**config.mk**
```make
export PLATFORM = sky130hd
export DESIGN_NAME = tbbm_ctrl
export DESIGN_NICKNAME = d
export VERILOG_FILES = /design/src/tbbm_pkg.sv /design/src/tbbm_ctrl.sv
export SDC_FILE = /design/constraint.sdc
export NUM_CORES = 1
export LEC_CHECK = 0
export BUFFER_PORTS_ARGS = -buffer_cell sky130_fd_sc_hd__buf_2
export CAP_MARGIN = 15
export CORE_UTILIZATION = 50
export DETAILED_ROUTE_END_ITERATION = 8
export GPL_ROUTABILITY_DRIVEN = 0
export PLACE_DENSITY = 0.76
export SLEW_MARGIN = 20
export SYNTH_ARGS = -nofsm -noshare
export SYNTH_HDL_FRONTEND = slang
export SYNTH_SLANG_ARGS = --single-unit
```
**constraint.sdc**
```tcl
create_clock -name clk -period 1.33 [get_ports clk]
set_input_delay 0.133 -clock clk [delete_from_list [all_inputs] [get_ports clk]]
set_output_delay 0.133 -clock clk [all_outputs]
set_load 0.01 [all_outputs]
```
**src/tbbm_pkg.sv**
```systemverilog
package tbbm_pkg;

	typedef enum logic [2:0] {
		ST_IDLE,
		ST_COMP,
		ST_XFORM,
		ST_FOLD,
		ST_EMIT
	} state_t;

	// Commands from the controller to the datapath.
	typedef struct packed {
		logic       load;
		logic       comp_mac;
		logic       xform_mac;
		logic       clear_acc;
		logic       fold;
		logic [1:0] row;
		logic [1:0] col;
		logic [1:0] k;
		logic       corner;
	} dp_cmd_t;

	localparam logic [1:0] REG_ROW0 = 2'd0;
	localparam logic [1:0] REG_ROW1 = 2'd1;
	localparam logic [1:0] REG_ROW2 = 2'd2;
	localparam logic [1:0] REG_ROW3 = 2'd3;

endpackage

```
**src/tbbm_ctrl.sv**
```systemverilog
module tbbm_ctrl (
	input  logic             clk,
	input  logic             arst_n,
	input  logic             in_valid,
	output logic             in_ready,
	input  logic             last,
	output logic             out_valid,
	input  logic             out_ready,
	output tbbm_pkg::dp_cmd_t cmd
);
	import tbbm_pkg::*;

	state_t state_q, state_next;
	logic [1:0] row_q, col_q, k_q;
	logic corner_q, last_q, out_valid_q;
	logic out_free;

	assign out_free = !out_valid_q || out_ready;
	assign out_valid = out_valid_q;

	always_comb begin
		state_next = state_q;
		unique case (state_q)
			ST_IDLE: if (in_valid) state_next = ST_COMP;
			ST_COMP: if (row_q == 2'd2 && col_q == 2'd3 && k_q == 2'd3) state_next = ST_XFORM;
			ST_XFORM: if (k_q == 2'd3) state_next = ST_FOLD;
			ST_FOLD: begin
				if (!(corner_q && row_q == 2'd2)) state_next = ST_XFORM;
				else if (last_q) state_next = ST_EMIT;
				else state_next = ST_IDLE;
			end
			ST_EMIT: if (out_free) state_next = ST_IDLE;
			default: state_next = ST_IDLE;
		endcase
	end

	always_comb begin
		in_ready = (state_q == ST_IDLE);
		cmd = '0;
		cmd.row = row_q;
		cmd.col = col_q;
		cmd.k = k_q;
		cmd.corner = corner_q;
		unique case (state_q)
			ST_IDLE: cmd.load = in_valid;
			ST_COMP: cmd.comp_mac = 1'b1;
			ST_XFORM: cmd.xform_mac = 1'b1;
			ST_FOLD: cmd.fold = 1'b1;
			ST_EMIT: cmd.clear_acc = out_free;
			default: ;
		endcase
	end

	always_ff @(posedge clk or negedge arst_n) begin
		if (!arst_n) begin
			state_q <= ST_IDLE;
			row_q <= '0;
			col_q <= '0;
			k_q <= '0;
			corner_q <= 1'b0;
			last_q <= 1'b0;
			out_valid_q <= 1'b0;
		end else begin
			state_q <= state_next;
			out_valid_q <= (state_q == ST_EMIT && out_free) || (out_valid_q && !out_ready);
			unique case (state_q)
				ST_IDLE: begin
					row_q <= '0;
					col_q <= '0;
					k_q <= '0;
					corner_q <= 1'b0;
					last_q <= last;
				end
				ST_COMP: begin
					k_q <= k_q + 2'd1;
					if (k_q == 2'd3) begin
						col_q <= col_q + 2'd1;
						if (col_q == 2'd3) row_q <= (row_q == 2'd2) ? 2'd0 : row_q + 2'd1;
					end
				end
				ST_XFORM: k_q <= k_q + 2'd1;
				ST_FOLD: begin
					if (row_q == 2'd2) begin
						row_q <= 2'd0;
						corner_q <= 1'b1;
					end else begin
						row_q <= row_q + 2'd1;
					end
				end
				ST_EMIT: ;
				default: ;
			endcase
		end
	end

	a_ready_idle: assert property (@(posedge clk) disable iff (!arst_n)
		in_ready |-> state_q == ST_IDLE) else $error("ready outside idle");
	a_emit_last: assert property (@(posedge clk) disable iff (!arst_n)
		state_q == ST_EMIT |-> last_q) else $error("emit without last");
	a_valid_hold: assert property (@(posedge clk) disable iff (!arst_n)
		out_valid_q && !out_ready |=> out_valid_q) else $error("result dropped");
endmodule

```
==> results by group, run 1 <==
Floorplanning
  • Number of I/O pins: 19
  • Die width: 40.07 µm
  • Die area: 1605 µm²
  • Core footprint: 1318 µm²
  • Die Height: 40.07 µm
  • Core Rows: 13
  • Starting density of the core: 54.99%

Cells and area
  • Filler cells: 81
  • Final Non-Filler Cells: 132
  • Area delta synth->final: 46.80%
  • Layout Nets: 125
  • Post-layout util: 80.72%
  • Share of layout cells above drive strength 1: 48.72%
  • N_diodes: 0
  • Post-route cell area: 1064 µm²

Placement
  • Area after DPL: 859.6 µm²
  • Post-detail-place hpwl: 1.124 mm
  • IO Port Bufs: 18
  • Dpl cells: 115
  • Setup WS pre-CTS: 0.02967 ns

Global route
  • First-pass GRT wire length: 2.684 mm
  • Largest net degree at the start of global routing: 13
  • Number of global-route vias before repair: 644
  • Grt ovf: 0
  • Initial antenna violation count: 0
  • Global-route usage over all layers: 25.61%

Worst hold path
  • Hold Path Depth: 2
  • Worst min-delay path class: primary input to flop

Clock network
  • Clock Path Buffers: 2
  • Root buffer cell: clkbuf_4
  • CTS tree: done
  • Worst-path clk slew: 0.09 ns
  • CTS Buf Count: 3
  • Clock Latency Late Sink: 0.28 ns
  • H-tree Lvls: 1
  • Sink Count: 12

STA
  • RSZ-0062 raised after global routing: yes
  • Setup TNS: -0.2200 ns
  • Tcrit/Tclk final: 105.4%
  • Final Hold Vio Count: 0
  • Setup violations, final: 4
  • Final Slew Violations: 0
  • Setup slack after layout: -0.07141 ns
  • Worst hold margin: 0.08290 ns
  • Slew margin rel.: 81.09%
  • Skew final: 0.009867 ns
  • Least-Margin Pin Slew: 0.2829 ns
  • Final min period: 1.401 ns
  • Max frequency: 0.7136 GHz

Synth
  • Yosys top cell area share: 41.45%
  • EDFF count, synth: 0
  • Synth cell count leaders: dfrtp_1, nand2_1, nand3_1
  • Post-synth top flop: dfrtp_1
  • Avg Inst Size Synth: 9.170 µm²
  • Sequential share of the synthesized area: 41.45%
  • Synth area leader: dfrtp_1
  • Distinct cell type count after synthesis: 33
  • Asr flop ratio synth: 100.0%
  • Yosys warning count: 0
  • Cell area after synthesis: 724.4 µm²
  • Synth area leaders: dfrtp_1, nand3_1, o21ai_0
  • Mapped Cells: 79
  • Mapped Nets: 86
  • Most common cell in the netlist: dfrtp_1
  • Post-synthesis register bit count: 12

Critical path
  • R2R cell count: 4
  • Crit path max-delay cell type: dfrtp_2
  • Arr. time, crit path: 1.27 ns
  • Worst setup SP type: flop
  • CP Class: flop to output port
  • CP Max Fanout: 5
  • CP max stage delay: 0.46 ns
  • Crit path capture type: output port
  • Critical Path, Cell by Cell: buf_6 -> nor4_1 -> buf_2
  • CP required: 1.20 ns

Routing
  • # DRC: 0
  • Wire per inst: 13.80 µm
  • Total vias in the final route: 750
  • First-pass DRT Iterations: 4
  • Drt total wl: 1.821 mm
  • Initial drt markers: 12
  • Antenna Nets Post-Route: 0
  • Drt via density: 5.682

Power and ir drop
  • Peak supply drop: 1.041 mV
  • Final Power: 1.941 mW
  • NetSw: 730.7 µW
  • Switching portion of total power: 37.65%
  • Clk network pwr share: 15.5%
  • Leak pwr: 0.5113 nW
  • Sequential power share: 34.2%
  • Combinational share of power: 50.3%
  • Internal power: 1.210 mW
  • Power density over the cells: 1825 nW/µm²

Flow run
  • Max-cap violations: 0

Status
  • Outcome: finished, violations left
  • Failing checks: negative setup slack
## final timing paths
| kind | startpoint | to | slack (ns) |
|---|---|---|---|
| hold reg to reg | last_q | last_q | 0.54 |
| hold / removal | last | last_q | 0.08 |
| max in group asynchronous | arst_n | state_q[0] | 0.80 |
| min in group asynchronous | arst_n | row_q[0] | 0.27 |
| setup reg to reg | state_q[0] | k_q[1] | 0.03 |
| setup / recovery | state_q[1] | cmd[8] | -0.07 |
## power by group through the flow
stage	combinational, mW	sequential [mW]	clock, mW
finish	0.976	0.665	0.300
global route	1.09	0.685	0.316
CTS	0.874	0.639	0.302
detailed placement	0.778	0.653	0
global placement	0.750	0.640	0
floorplan	0.501	0.653	0
## cell families (layout without fill, tap and decap cells)
kind of cell    after synthesis  in the layout  synth area share (%)
buf+inv                       9             47                 7.252
simple gates                 39             39                 31.26
compound gates               16             16                 15.03
mux                           1              1                 1.554
fa+ha+maj                     2              2                 3.454
flops                        12             12                 41.45
## flip-flops by register name, summed over array words and instances, names as in the netlist
| signal | flops |
|---|---|
| state_q | 3 |
| col_q | 2 |
| k_q | 2 |
| row_q | 2 |
| corner_q | 1 |
| last_q | 1 |
| out_valid | 1 |
## routing by layer
layer  share of wire [%]  vias to the layer above  GRT usage (%)
met5                   0                        -              0
li1                    -                      362              -
met3                 3.2                        4          5.000
met4                 1.2                        0          10.34
met1                  46                      367          31.27
met2                  50                       17          43.55
## placed cells by master (no fill, tap or decap), drive strengths merged, types with 3 or more instances in the layout
cell type  count
buf           39
dfrtp         12
and2           3
o21ai          6
nor2           6
nor2b          4
inv            3
nand3          7
nand2          7
clkbuf         4
## critical path, delay by kind of cell (launching register included)
family,cells,cell delay [ns]
buffers and inverters,2,0.32
DFF,1,0.46
and+or+nand+nor,1,0.20
## area by class of cell
cell class | instances | area [µm²] | area share (%)
multi-input combinational | 58 | 411.6 | 38.71
sequential | 12 | 304.0 | 28.59
timing repair buffer | 40 | 281.5 | 26.47
clock buffer | 4 | 36.28 | 3.412
tap | 15 | 18.77 | 1.765
inverter | 3 | 11.26 | 1.059
## what timing repair did
action | in CTS | in global routing
gates resized for setup | 6 | 9
cloned | 0 | 0
pin swaps | 2 | 2
setup buffers | 10 | 2
hold buffers | 1 | 0
setup endpoints to repair | 6 | 10
hold endpoints to repair | 12 | 0
No activity file was read; power rests on OpenSTA's default activity.
==> run 2: changes to the inputs <==
--- a/config.mk
+++ b/config.mk
@@ -7,6 +7,7 @@
 export LEC_CHECK = 0
 export BUFFER_PORTS_ARGS = -buffer_cell sky130_fd_sc_hd__buf_2
 export CAP_MARGIN = 15
+export CORE_ASPECT_RATIO = 1.1
 export CORE_UTILIZATION = 50
 export DETAILED_ROUTE_END_ITERATION = 8
 export GPL_ROUTABILITY_DRIVEN = 0
==> results by group, run 2 (synthesis results as in run 1) <==
Worst hold path
  • Hold Path Origin: last
  • Worst min-delay path class: primary input to flop

Critical path
  • CP max stage delay: 0.46 ns (about the same)
  • CP Max Fanout: 5 (unchanged)
  • CP Class: flop to output port
  • Crit path buffers/inverters: 2 (unchanged)
  • CP delay by family, top: flip-flops
  • Arr. time, crit path: 1.25 ns (-0.02 ns)
  • Critical Path, Cell by Cell: buf_4 -> nor3b_4 -> buf_2
  • Crit path max-delay cell type: dfrtp_2
  • Worst r2r src: state_q[0]
  • Crit path capture type: output port
  • CP required: 1.20 ns (about the same)
  • Worst setup SP type: flop
  • Critical Path Source: state_q[2]

Cells and area
  • Area delta synth->final: 43.35%
  • Max FFs per register: 3 (unchanged)
  • Biggest register: state_q
  • N_diodes: 0 (unchanged)
  • Share of layout cells above drive strength 1: 46.09% (-2.6 points)
  • Post-layout util: 76.01% (-4.7 points)
  • Filler cells: 96 (+19%)
  • Most common cell after layout, fill and taps aside: buf_2
  • Layout Nets: 124 (-0.80%)
  • Most frequent cells in the layout: buf_2, buf_4, dfrtp_1

STA
  • Final Hold Vio Count: 0 (unchanged)
  • Setup slack after layout: -0.05295 ns (+0.01846 ns)
  • Least-Margin Pin Slew: 0.3522 ns (+0.06935 ns)
  • Slew margin rel.: 76.47% (-4.6 points)
  • Skew final: 0.001069 ns (-0.008798 ns)
  • Max frequency: 0.7231 GHz (+1.3%)
  • Setup TNS: -0.2064 ns (+0.01359 ns)
  • Final Slew Violations: 0 (unchanged)
  • RSZ-0062 raised after global routing: yes
  • Final min period: 1.383 ns (-0.01846 ns)
  • Setup violations, final: 6 (+2)
  • Tcrit/Tclk final: 104.0% (-1.4 points)

Status
  • Outcome: finished, violations left
  • Failing checks: negative setup slack

Global route
  • Largest net degree at the start of global routing: 13 (unchanged)
  • Grt ovf: 0 (unchanged)
  • Global-route usage over all layers: 23.95% (-1.7 points)
  • Number of global-route vias before repair: 661 (+2.6%)
  • First-pass GRT wire length: 2.677 mm (-0.26%)
  • Initial antenna violation count: 0 (unchanged)

Power and ir drop
  • Switching portion of total power: 39.71% (+2.1 points)
  • Clk network pwr share: 12.6% (-2.9 points)
  • Leak pwr: 0.5104 nW (-0.16%)
  • Internal power: 1.114 mW (-8.0%)
  • Power density over the cells: 1779 nW/µm² (-2.5%)
  • Combinational share of power: 51.9% (+1.6 points)
  • NetSw: 733.8 µW (+0.43%)
  • Peak supply drop: 0.9491 mV (-8.8%)
  • Sequential power share: 35.5% (+1.3 points)

Clock network
  • Clock Path Buffers: 2 (unchanged)
  • Worst-path clk slew: 0.08 ns (about the same)
  • Sink Count: 12 (unchanged)
  • Clock Latency Late Sink: 0.28 ns (about the same)
  • CTS Buf Count: 3 (unchanged)
  • CTS tree: done
  • H-tree Lvls: 1 (unchanged)
  • Root buffer cell: clkbuf_4

Floorplanning
  • Core footprint: 1366 µm² (+3.7%)
  • Die width: 38.29 µm (-4.4%)
  • Starting density of the core: 53.02% (-2.0 points)
  • Number of I/O pins: 19 (unchanged)
  • Die Height: 41.92 µm (+4.6%)
  • Core Rows: 14 (+1)
  • Die area: 1605 µm² (about the same)

Routing
  • Wire per inst: 14.81 µm (+7.3%)
  • Drt total wl: 1.940 mm (+6.5%)
  • Initial drt markers: 16 (+4)
  • # DRC: 0 (unchanged)
  • Total vias in the final route: 728 (-2.9%)
  • Drt via density: 5.557 (-2.2%)
  • First-pass DRT Iterations: 6 (+2)
  • Antenna Nets Post-Route: 0 (unchanged)

Placement
  • IO Port Bufs: 18 (unchanged)
  • Post-detail-place hpwl: 1.108 mm (-1.4%)

Flow run
  • Max-cap violations: 0 (unchanged)
[run 2: layer usage]
metal / share of wire (%) / GRT usage [%]
met3: 4.1 / 4.813
met2: 50 / 36.27
met5: 0 / 0
met1: 44 / 30.18
met4: 1.9 / 15.00
[run 2: path summary, 6_finish.rpt]
| kind | slack, ns | cells past startpoint | end |
|---|---|---|---|
| max | -0.05 | 3 | cmd[10] |
| max in group asynchronous | 0.83 | 2 | state_q[2] |
| min | 0.08 | 2 | last_q |
| min reg2reg | 0.53 | 1 | last_q |
| min in group asynchronous | 0.26 | 2 | row_q[0] |
| max reg2reg | -0.02 | 4 | row_q[0] |
[run 2: worst register-to-register path, stage by stage (launching register included)]
cell	delay, ns
dfrtp_2	0.50
buf_6	0.16
nor4b_4	0.13
a221oi_2	0.32
nand3_1	0.13
[run 2: power by group through the flow]
stage	clock, mW	sequential (mW)	combinational [mW]
detailed placement	0	0.650	0.765
global placement	0	0.642	0.741
global route	0.250	0.674	1.04
finish	0.234	0.656	0.958
CTS	0.234	0.634	0.844
floorplan	0	0.653	0.501
[run 2: what timing repair did]
action                                  4_1_cts  5_1_grt
gates resized for setup                       6        9
hold buffers                                  1        0
endpoints found under the hold margin        12        0
pin swaps                                     3        4
endpoints found under the setup margin        7        9
buffers inserted                              9        3
[run 2: through the flow]
step | cell area, µm² | hold slack, ns | cells | power, mW | setup slack [ns]
finish | 1039 | 0.08154 | 131 | 1.848 | -0.05295
global route | 1039 | 0.08394 | 131 | 1.963 | -0.1046
CTS | 972.2 | 0.08405 | 128 | 1.712 | -0.03345
detailed placement | 853.3 | 0.03466 | 115 | 1.415 | -0.005991
global placement | 853.3 | 0.02747 | 115 | 1.383 | 0.05360
floorplan | 724.4 | -0.1626 | 79 | 1.154 | 0.05847
[run 2: layout make-up]
cell class | count | area [µm²] | share of cell area [%]
clock buffers | 3 | 22.52 | 2.169
flip-flops and latches | 12 | 304.0 | 29.28
inverters | 3 | 11.26 | 1.084
multi-input cells | 58 | 415.4 | 40.00
repair buffers | 39 | 265.3 | 25.54
well taps | 16 | 20.02 | 1.928
==> run 3: changes to the inputs <==
--- a/config.mk
+++ b/config.mk
@@ -8,10 +8,11 @@
 export BUFFER_PORTS_ARGS = -buffer_cell sky130_fd_sc_hd__buf_2
 export CAP_MARGIN = 15
 export CORE_ASPECT_RATIO = 1.1
-export CORE_UTILIZATION = 50
+export CORE_UTILIZATION = 45
+export CTS_BUF_LIST = sky130_fd_sc_hd__clkbuf_8 sky130_fd_sc_hd__clkbuf_16
 export DETAILED_ROUTE_END_ITERATION = 8
 export GPL_ROUTABILITY_DRIVEN = 0
-export PLACE_DENSITY = 0.76
+export PLACE_DENSITY = 0.72
 export SLEW_MARGIN = 20
 export SYNTH_ARGS = -nofsm -noshare
 export SYNTH_HDL_FRONTEND = slang
==> constraint.sdc (replaced) <==
create_clock -name clk -period 1.16 [get_ports clk]
set_input_delay 0.116 -clock clk [delete_from_list [all_inputs] [get_ports clk]]
set_output_delay 0.116 -clock clk [all_outputs]
set_load 0.01 [all_outputs]
==> results by group, run 3 (synthesis results as in run 1) <==
Critical path
  • CP Max Fanout: 8 (+3)
  • CP required: 1.28 ns (+0.08 ns)
  • Arr. time, crit path: 1.53 ns (+0.28 ns)
  • CP Class: flop to flop
  • Crit path max-delay cell type: dfrtp_2
  • Worst setup SP type: flop
  • Critical Path Source: state_q[0]
  • Worst r2r src: state_q[0]
  • CP max stage delay: 0.48 ns (+0.02 ns)
  • Critical Path, Cell by Cell: buf_4 -> buf_6 -> nor2b_4 -> and3_1 -> a221o_1
  • Crit path capture type: flop

Power and ir drop
  • Final Power: 2.643 mW (+43%)
  • Leak pwr: 0.6062 nW (+19%)
  • Power density over the cells: 2093 nW/µm² (+18%)
  • Peak supply drop: 1.161 mV (+22%)

Clock network
  • Worst-path clk slew: 0.06 ns (-0.02 ns)
  • CTS Buf Count: 3 (unchanged)
  • H-tree Lvls: 1 (unchanged)
  • Root buffer cell: clkbuf_8
  • Clock Latency Late Sink: 0.24 ns (-0.04 ns)
  • Sink Count: 12 (unchanged)
  • Clock Path Buffers: 2 (unchanged)
  • CTS tree: done

STA
  • Final Slew Violations: 0 (unchanged)
  • Final min period: 1.405 ns
  • Least-Margin Pin Slew: 0.3243 ns (-0.02794 ns)
  • Slew margin rel.: 78.34% (+1.9 points)
  • Setup slack after layout: -0.2453 ns (-0.1924 ns)
  • Setup violations, final: 17 (+11)
  • Max frequency: 0.7116 GHz
  • Tcrit/Tclk final: 121.2%
  • Skew final: 0.006516 ns (+0.005447 ns)
  • RSZ-0062 raised after global routing: yes
  • Final Hold Vio Count: 0 (unchanged)

Cells and area
  • Final Non-Filler Cells: 147 (+12%)
  • Max FFs per register: 3 (unchanged)
  • Post-route cell area: 1262 µm² (+22%)
  • Share of layout cells above drive strength 1: 58.78% (+13 points)
  • N_diodes: 0 (unchanged)
  • Biggest register: state_q
  • Area delta synth->final: 74.27%
  • Layout Nets: 139 (+12%)
  • Most common cell after layout, fill and taps aside: buf_4
  • Filler cells: 66 (-31%)
  • Post-layout util: 87.89% (+12 points)
  • Most frequent cells in the layout: buf_4, buf_2, buf_6

Routing
  • Drt total wl: 2.647 mm (+36%)
  • Drt via density: 5.857 (+5.4%)
  • Wire per inst: 18.01 µm (+22%)
  • Total vias in the final route: 861 (+18%)
  • Antenna Nets Post-Route: 0 (unchanged)
  • First-pass DRT Iterations: 4 (-2)
  • # DRC: 0 (unchanged)
  • Initial drt markers: 36 (+20)

Flow run
  • Max-cap violations: 0 (unchanged)

Placement
  • Dpl cells: 128 (+11%)
  • Area after DPL: 974.7 µm² (+14%)
  • IO Port Bufs: 18 (unchanged)
  • Post-detail-place hpwl: 1.333 mm (+20%)

Global route
  • Grt ovf: 0 (unchanged)
  • Number of global-route vias before repair: 811 (+23%)
  • Initial antenna violation count: 0 (unchanged)
  • Largest net degree at the start of global routing: 13 (unchanged)
  • Global-route usage over all layers: 29.39% (+5.4 points)
  • First-pass GRT wire length: 3.581 mm (+34%)

Worst hold path
  • Worst min-delay path class: primary input to flop
  • Hold Path Origin: last

Floorplanning
  • Die width: 40.26 µm (+5.1%)
  • Number of I/O pins: 19 (unchanged)
  • Core Rows: 14 (unchanged)
  • Starting density of the core: 50.44% (-2.6 points)
  • Die area: 1774 µm² (+11%)
  • Core footprint: 1436 µm² (+5.1%)
  • Die Height: 44.08 µm (+5.2%)

Status
  • Failing checks: negative setup slack
  • Outcome: finished, violations left
run 3: final timing paths:
| path | endpoint | slack [ns] | cells after the start |
|---|---|---|---|
| worst max-delay path | k_q[1] | -0.25 | 5 |
| worst min-delay path | last_q | 0.10 | 2 |
| worst max register to register | k_q[1] | -0.25 | 5 |
| worst min register to register | last_q | 0.52 | 1 |
| max in group asynchronous | state_q[0] | 0.62 | 2 |
| min in group asynchronous | k_q[0] | 0.29 | 2 |
run 3: layout make-up:
cell class | instances | area [µm²] | area share (%)
Multi-Input combinational cell | 58 | 459.2 | 36.37
Timing Repair Buffer | 54 | 419.2 | 33.20
Sequential cell | 12 | 305.3 | 24.18
Clock buffer | 3 | 41.29 | 3.271
Tap cell | 16 | 20.02 | 1.586
Inverter | 3 | 13.76 | 1.090
Clock inverter | 1 | 3.754 | 0.2973
run 3: layer usage:
metal | wire length, µm | up-vias | share of wire (%) | global-route usage (%)
met2 | 1396 | 41 | 53 | 51.94
met5 | 0 | - | 0 | 0
li1 | - | 393 | - | -
met3 | 144 | 8 | 5.4 | 3.518
met4 | 28 | 0 | 1.1 | 10.00
met1 | 1078 | 419 | 41 | 35.64
run 3: power by group:
group / leakage, nW / internal, mW / switching [mW] / total [mW]
logic: 0.433 / 0.813 / 0.692 / 1.50
clock network: 0.0269 / 0.234 / 0.171 / 0.405
registers: 0.147 / 0.572 / 0.161 / 0.733
run 3: worst max-delay path, delay by kind of cell (launching register included):
kind	cells	cell delay (ns)
flip-flops	1	0.48
buffers and inverters	2	0.27
AND/OR/NAND/NOR	2	0.27
AO/OA/AOI/OAI	1	0.26
run 3: stage by stage:
step | hold slack, ns | worst slack, ns | setup TNS, ns
floorplan | -0.1796 | -0.04394 | -0.08703
global placement | 0.01068 | -0.06945 | -0.2586
detailed placement | 0.01652 | -0.1177 | -0.4822
CTS | 0.1073 | -0.2073 | -1.288
global route | 0.1054 | -0.2745 | -3.053
finish | 0.1039 | -0.2453 | -2.406
run 3: timing repair:
item / CTS / global route
hold buffers: 1 / 0
endpoints found under the hold margin: 12 / 0
setup endpoints to repair: 15 / 17
gates cloned: 0 / 0
gates resized for setup: 12 / 25
pin swaps: 4 / 10
buffers inserted: 10 / 5
